`src/psbc_pkg.sv`:
```
// Shared constants, types and helper functions for the pendulum swing-up and balance controller.
// Also holds the cos and tanh table generators. Every other file imports this package.
package psbc_pkg;

    localparam int FRAC_BITS     = 16;
    localparam int TABLE_ENTRIES = 256;
    localparam int TW            = $clog2(TABLE_ENTRIES);
    localparam int CW            = FRAC_BITS + 2;   // table entry width, holds +-1.0
    localparam int DW            = 24;              // input and state field width
    localparam int GW            = 32;              // gain register width
    localparam int MW            = 34;              // multiplier operand width
    localparam int PW            = 2 * MW;          // product width
    localparam int AW            = 60;              // LQR accumulator width
    localparam int UW            = 46;              // balance force before saturation
    localparam int OUT_W         = 22;
    localparam int CFG_W         = 3;

    localparam logic [CFG_W-1:0] CFG_GAIN_POSITION   = 3'd0;
    localparam logic [CFG_W-1:0] CFG_GAIN_VELOCITY   = 3'd1;
    localparam logic [CFG_W-1:0] CFG_GAIN_ANGLE      = 3'd2;
    localparam logic [CFG_W-1:0] CFG_GAIN_RATE       = 3'd3;
    localparam logic [CFG_W-1:0] CFG_TARGET_POSITION = 3'd4;
    localparam logic [CFG_W-1:0] CFG_TARGET_VELOCITY = 3'd5;
    localparam logic [CFG_W-1:0] CFG_TARGET_RATE     = 3'd6;

    localparam longint PI_Q30         = 64'sd3373259426;
    localparam longint HALFPI_Q30     = 64'sd1686629713;
    localparam longint INV2PI_Q32     = 64'sd683565276;
    localparam longint EINV_Q30       = 64'sd395007542;
    localparam longint HALF_I_Q30     = 64'sd2501818;
    localparam longint MGL_Q30        = 64'sd328315772;
    localparam longint KSWING_Q30     = 64'sd2313913631;
    localparam longint COS_GATE_Q30   = 64'sd858993459;
    localparam longint LATCH_LO_Q30   = 64'sd3279561865;
    localparam longint LATCH_HI_Q30   = 64'sd3466962026;
    localparam longint DRIFT_Q40      = 64'sd3848291;
    localparam longint VEL_SMALL_Q30  = 64'sd53687091;
    localparam longint FORCE_SMALL_Q30 = 64'sd10737418;
    localparam longint COMP_SIGN_Q30  = 64'sd2254857830;
    localparam longint COMP_TANH_Q30  = 64'sd2791728742;
    localparam longint TANH_SCALE     = 64'sd100 * TABLE_ENTRIES;

    typedef logic signed [CW-1:0] rom_t [TABLE_ENTRIES];

    // Q30 constant to Q(FRAC_BITS), rounded.
    function automatic longint qf(input longint c30);
        return (c30 + (longint'(1) <<< (29 - FRAC_BITS))) >>> (30 - FRAC_BITS);
    endfunction

    localparam longint QF_ONE       = longint'(1) <<< FRAC_BITS;
    localparam longint QF_PI        = qf(PI_Q30);
    localparam longint QF_COS_GATE  = qf(COS_GATE_Q30);
    localparam longint QF_LATCH_LO  = qf(LATCH_LO_Q30);
    localparam longint QF_LATCH_HI  = qf(LATCH_HI_Q30);
    localparam longint QF_VEL_SMALL = qf(VEL_SMALL_Q30);
    localparam longint QF_F_SMALL   = qf(FORCE_SMALL_Q30);
    localparam longint QF_COMP_SIGN = qf(COMP_SIGN_Q30);
    localparam longint SWING_SAT    = longint'(20) <<< FRAC_BITS;
    localparam longint BAL_SAT      = longint'(25) <<< FRAC_BITS;
    localparam longint Q_LIM        = longint'(64) <<< FRAC_BITS;
    localparam longint S24_MAX      = 64'sd8388607;
    localparam longint S24_MIN      = -64'sd8388608;

    // Arithmetic right shift with rounding to nearest, ties away from zero.
    function automatic logic signed [PW-1:0] rshr(input logic signed [PW-1:0] v, input int s);
        logic signed [PW-1:0] h;
        logic signed [PW-1:0] t;
        h = PW'(1) << (s - 1);
        t = v + h;
        if (v[PW-1])
            t = t - PW'(1);
        return t >>> s;
    endfunction

    function automatic logic signed [PW-1:0] clip(input logic signed [PW-1:0] v,
                                                  input longint lim);
        logic signed [PW-1:0] hi;
        hi = PW'(lim);
        if (v > hi)
            return hi;
        else if (v < -hi)
            return -hi;
        return v;
    endfunction

    function automatic longint rshr_l(input longint v, input int s);
        longint mag;
        longint r;
        mag = (v < 0) ? -v : v;
        r = (mag + (longint'(1) <<< (s - 1))) >>> s;
        return (v < 0) ? -r : r;
    endfunction

    // Long division of non-negative operands by shift and subtract, for the table generators.
    function automatic longint udiv(input longint n, input longint d);
        longint q;
        longint r;
        q = 0;
        r = 0;
        for (int i = 62; i >= 0; i--)
        begin
            r = (r <<< 1) | ((n >>> i) & longint'(1));
            if (r >= d)
            begin
                r = r - d;
                q = q | (longint'(1) <<< i);
            end
        end
        return q;
    endfunction

    // Cosine of a turn fraction (Q0.32), result in Q30, by a Taylor series.
    function automatic longint cos_turn_q30(input longint t);
        longint q;
        longint a;
        longint x;
        longint x2;
        longint mag;
        longint sum;
        bit     neg;
        q = t >>> 30;
        a = t & 64'h3FFF_FFFF;
        neg = (q == 1) || (q == 2);
        if (q == 1 || q == 3)
            a = (longint'(1) <<< 30) - a;
        x = (a * HALFPI_Q30) >>> 30;
        x2 = (x * x) >>> 30;
        mag = longint'(1) <<< 30;
        sum = mag;
        for (int k = 1; k <= 10; k++)
        begin
            mag = udiv((mag * x2) >>> 30, longint'((2 * k - 1) * (2 * k)));
            sum = (k % 2 == 1) ? sum - mag : sum + mag;
        end
        if (sum < 0)
            sum = 0;
        if (sum > (longint'(1) <<< 30))
            sum = longint'(1) <<< 30;
        return neg ? -sum : sum;
    endfunction

    function automatic longint exp_neg_q30(input longint z);
        longint n;
        longint f;
        longint mag;
        longint sum;
        longint r;
        n = z >>> 30;
        f = z & 64'h3FFF_FFFF;
        mag = longint'(1) <<< 30;
        sum = mag;
        if (n > 40)
            return 0;
        for (int k = 1; k <= 12; k++)
        begin
            mag = udiv((mag * f) >>> 30, longint'(k));
            sum = (k % 2 == 1) ? sum - mag : sum + mag;
        end
        if (sum < 0)
            sum = 0;
        if (sum > (longint'(1) <<< 30))
            sum = longint'(1) <<< 30;
        r = sum;
        for (longint k = 0; k < n; k++)
            r = (r * EINV_Q30 + (longint'(1) <<< 29)) >>> 30;
        return r;
    endfunction

    function automatic rom_t make_cos_rom();
        rom_t   rom;
        longint t;
        for (int i = 0; i < TABLE_ENTRIES; i++)
        begin
            t = (longint'(i) <<< 32) / TABLE_ENTRIES;
            rom[i] = CW'(rshr_l(cos_turn_q30(t), 30 - FRAC_BITS));
        end
        return rom;
    endfunction

    // tanh(8*i/N) via (1 - e^-2x) / (1 + e^-2x).
    function automatic rom_t make_tanh_rom();
        rom_t   rom;
        longint e;
        longint th;
        for (int i = 0; i < TABLE_ENTRIES; i++)
        begin
            e = exp_neg_q30((longint'(i) <<< 34) / TABLE_ENTRIES);
            th = udiv(((longint'(1) <<< 30) - e) <<< 30, (longint'(1) <<< 30) + e);
            rom[i] = CW'(rshr_l(th, 30 - FRAC_BITS));
        end
        return rom;
    endfunction

endpackage

```
`src/psbc_mul.sv`:
```
// Shared signed multiplier with a registered product.
// Depends on psbc_pkg for the operand width.
module psbc_mul
    import psbc_pkg::*;
(
    input  logic                 clk,
    input  logic signed [MW-1:0] op_a,
    input  logic signed [MW-1:0] op_b,
    output logic signed [PW-1:0] prod
);

    logic signed [PW-1:0] prod_reg;

    always_ff @(posedge clk)
    begin
        prod_reg <= op_a * op_b;
    end

    assign prod = prod_reg;

endmodule

```
`config.mk`:
```
export PLATFORM = sky130hd
export DESIGN_NAME = psbc_mul
export DESIGN_NICKNAME = d
export VERILOG_FILES = /design/src/psbc_pkg.sv /design/src/psbc_mul.sv
export SDC_FILE = /design/constraint.sdc
export NUM_CORES = 2
export LEC_CHECK = 0
export ABC_AREA = 1
export BUFFER_PORTS_ARGS = -buffer_cell sky130_fd_sc_hd__buf_2
export CAP_MARGIN = 40
export CORE_AREA = 2 2 396 398
export CTS_CLUSTER_DIAMETER = 60
export DETAILED_ROUTE_END_ITERATION = 8
export DIE_AREA = 0 0 398 400
export GPL_TIMING_DRIVEN = 0
export SYNTH_ARGS = -nofsm -noshare
export SYNTH_HDL_FRONTEND = slang
export SYNTH_SLANG_ARGS = --single-unit
```
`constraint.sdc`:
```
create_clock -name clk -period 8.1 [get_ports clk]
set_clock_uncertainty 0.1 [all_clocks]
set_input_delay 0.81 -clock clk [delete_from_list [all_inputs] [get_ports clk]]
set_output_delay 0.81 -clock clk [all_outputs]
set_load 0.1 [all_outputs]
```
==> impl_metrics.env <==
export IMPL_max_freq_mhz=125
export IMPL_yosys_top_cells_area="fa_1, inv_1, nand2_1"
export IMPL_grt_start_max_net_pins=17
export IMPL_critPathMaxStageDelay_ns=0.58
export IMPL_critPathArrivalTime_ns=8.12
export IMPL_final_cells=8280
export IMPL_yosys_register_bits=68
export IMPL_drtAntennaViolNets=0
export IMPL_drt_initial_drc_count=4079
export IMPL_synth_async_reset_ratio=0
export IMPL_cts_inserted_buffers=9
export IMPL_die_area_mm2=0.159
export IMPL_netlist_instances=5972
export IMPL_cap_viol_max_count=0
export IMPL_htree_levels=3
export IMPL_crit_type="in2reg"
export IMPL_layout_nets=7723
export IMPL_grt_ovfl_total=0
export IMPL_fin_crit_sh=0.985
export IMPL_root_buffer="clkbuf_16"
export IMPL_startpoint="op_a[15]"
export IMPL_clock_path_buffers=2
export IMPL_yosysTopAreaCell="fa_1"
export IMPL_crit_slowest_cell="fa_1"
export IMPL_place_area_mm2=0.0510
export IMPL_cp_required_ns=8.24
export IMPL_cp_start_kind="input port"
export IMPL_synth_top_area_frac=0.537
export IMPL_tightest_slew_ns=0.909
export IMPL_cp_common_cell="fa_1"
export IMPL_status="complete, no violations"
export IMPL_setup_violations=0
export IMPL_syn_area_per_cell_um2=7.74
export IMPL_synth_most_common_cell="inv_1"
export IMPL_final_area_mm2=0.0519
export IMPL_maxSlewHeadroom=0.394
export IMPL_die_width_um=398
export IMPL_wl_per_cell_um=22.8
export IMPL_grt_pass1_vias=40800
export IMPL_hold_class="in2reg"
export IMPL_coreArea_mm2=0.155
export IMPL_synth_common_cells="inv_1, nand2_1, fa_1, clkbuf_1, ha_1"
export IMPL_start_util=0.298
export IMPL_grt_pass1_wl_mm=276
export IMPL_final_util=0.335
export IMPL_ios=137
export IMPL_port_buffers=69
export IMPL_synth_edff_count=0
export IMPL_antenna_found_initial=14
export IMPL_std_cell_rows=145
export IMPL_clk_pin_slew_worst_paths_ns=0.07
export IMPL_place_detailed_hpwl_mm=170
export IMPL_routed_wl_mm=189
export IMPL_drc=0
export IMPL_drive_gt1_frac=0.0792
export IMPL_worstHoldStart="op_a[0]"
export IMPL_largest_reg_flops=68
export IMPL_synth_cell_type_count=32
export IMPL_crit_fanout=7
export IMPL_cts_tree="done"
export IMPL_die_h_um=400
export IMPL_syn_nets=7486
export IMPL_drv_slew=0
export IMPL_hold_viol_final=0
export IMPL_syn_area_mm2=0.0462
export IMPL_synth_ff_type="dfxtp_1"
export IMPL_syn_to_final_growth_pct=12.3
export IMPL_grtUsageTotal=0.242
export IMPL_drtPass1Iterations=6
export IMPL_cts_hold_buffers_added=0
export IMPL_vias=38300
export IMPL_timing_final_crit_period_ns=7.98
export IMPL_avgViaCountPerCell=4.63
export IMPL_dp_cells=8237
export IMPL_rsz0062_at_grt="true"
export IMPL_cts_sinks=68
export IMPL_yosys_warnings=0
export IMPL_end_kind="register"
export IMPL_finalWeightedCongestion=1.05
export IMPL_seq_area_frac_synth=0.0295
cells by family after synthesis:
kind of cell | after synthesis | synth area share
adders and majority gates | 1445 | 0.593
DFF | 68 | 0.0295
AOI/OAI and AO/OA | 95 | 0.0113
and+or+nand+nor | 1939 | 0.166
xor gates and xnor gates | 35 | 0.00663
buffers and inverters | 2390 | 0.194
area by class of cell:
class / count / area [µm²]
Timing Repair Buffer: 230 / 2400
Clock inverter: 7 / 83.8
Tap cell: 2058 / 2570
Antenna cell: 8 / 20.0
Multi-Input combinational cell: 3514 / 36000
Buffer: 267 / 1220
Clock buffer: 9 / 225
Inverter: 2119 / 7960
Sequential cell: 68 / 1360
Fill cell: 16500 / 103000
worst max-delay path: cells and delay by family:
family	cells	cell delay, ns
buf+inv	9	1.32
compound gates	1	0.25
simple gates	9	1.15
fa+ha+maj	9	4.56
worst paths after layout:
kind	slack, ns	cells past startpoint	end
worst min-delay path	0.92	3	prod[0]
worst max-delay path	0.12	28	prod[60]
per-stage QoR:
stage | worst slack, ns | hold slack, ns | TNS [ns]
6_report | 0.121 | 0.917 | 0
5_1_grt | -0.121 | 0.906 | -0.195
4_1_cts | 0.00362 | 0.931 | 0
3_5_place_dp | -1.30 | 1.26 | -35.76
3_3_place_gp | -1.94 | 1.26 | -55.77
2_1_floorplan | 0.367 | 0.989 | 0
layer usage:
metal / track usage / routed length [µm] / vias up
li1: - / - / 16500
met1: 0.310 / 71700 / 19200
met2: 0.378 / 83100 / 2114
met3: 0.0542 / 20200 / 493
met4: 0.140 / 13700 / 4
met5: 0 / 34 / -
layout by cell type (no fill, tap or decap), types with 8 or more instances in the layout:
| cell type | n |
|---|---|
| ha_2 | 11 |
| nor2_1 | 110 |
| nor2_2 | 14 |
| buf_6 | 69 |
| or2_2 | 8 |
| clkbuf_1 | 121 |
| buf_8 | 68 |
| a21oi_1 | 55 |
| nand2_1 | 1660 |
| o21ai_0 | 18 |
| o21bai_1 | 11 |
| nand3_2 | 8 |
| diode_2 | 8 |
| a21oi_2 | 8 |
| buf_2 | 77 |
| nor3_1 | 12 |
| clkbuf_2 | 123 |
| clkbuf_4 | 8 |
| fa_2 | 12 |
| nand4_1 | 19 |
| dfxtp_1 | 68 |
| ha_1 | 191 |
| nand2_2 | 21 |
| nand3_1 | 69 |
| clkbuf_16 | 9 |
| fa_1 | 1229 |
| buf_4 | 21 |
| inv_1 | 2114 |
| xor2_1 | 31 |
timing repair:
item,in CTS,in global routing
gates resized for setup,87,206
setup endpoints to repair,42,42
setup buffers,4,17
pin swaps,2,4
Power is not shown: default switching activity piles up to over one toggle a cycle in this logic, so the estimate is an artifact.
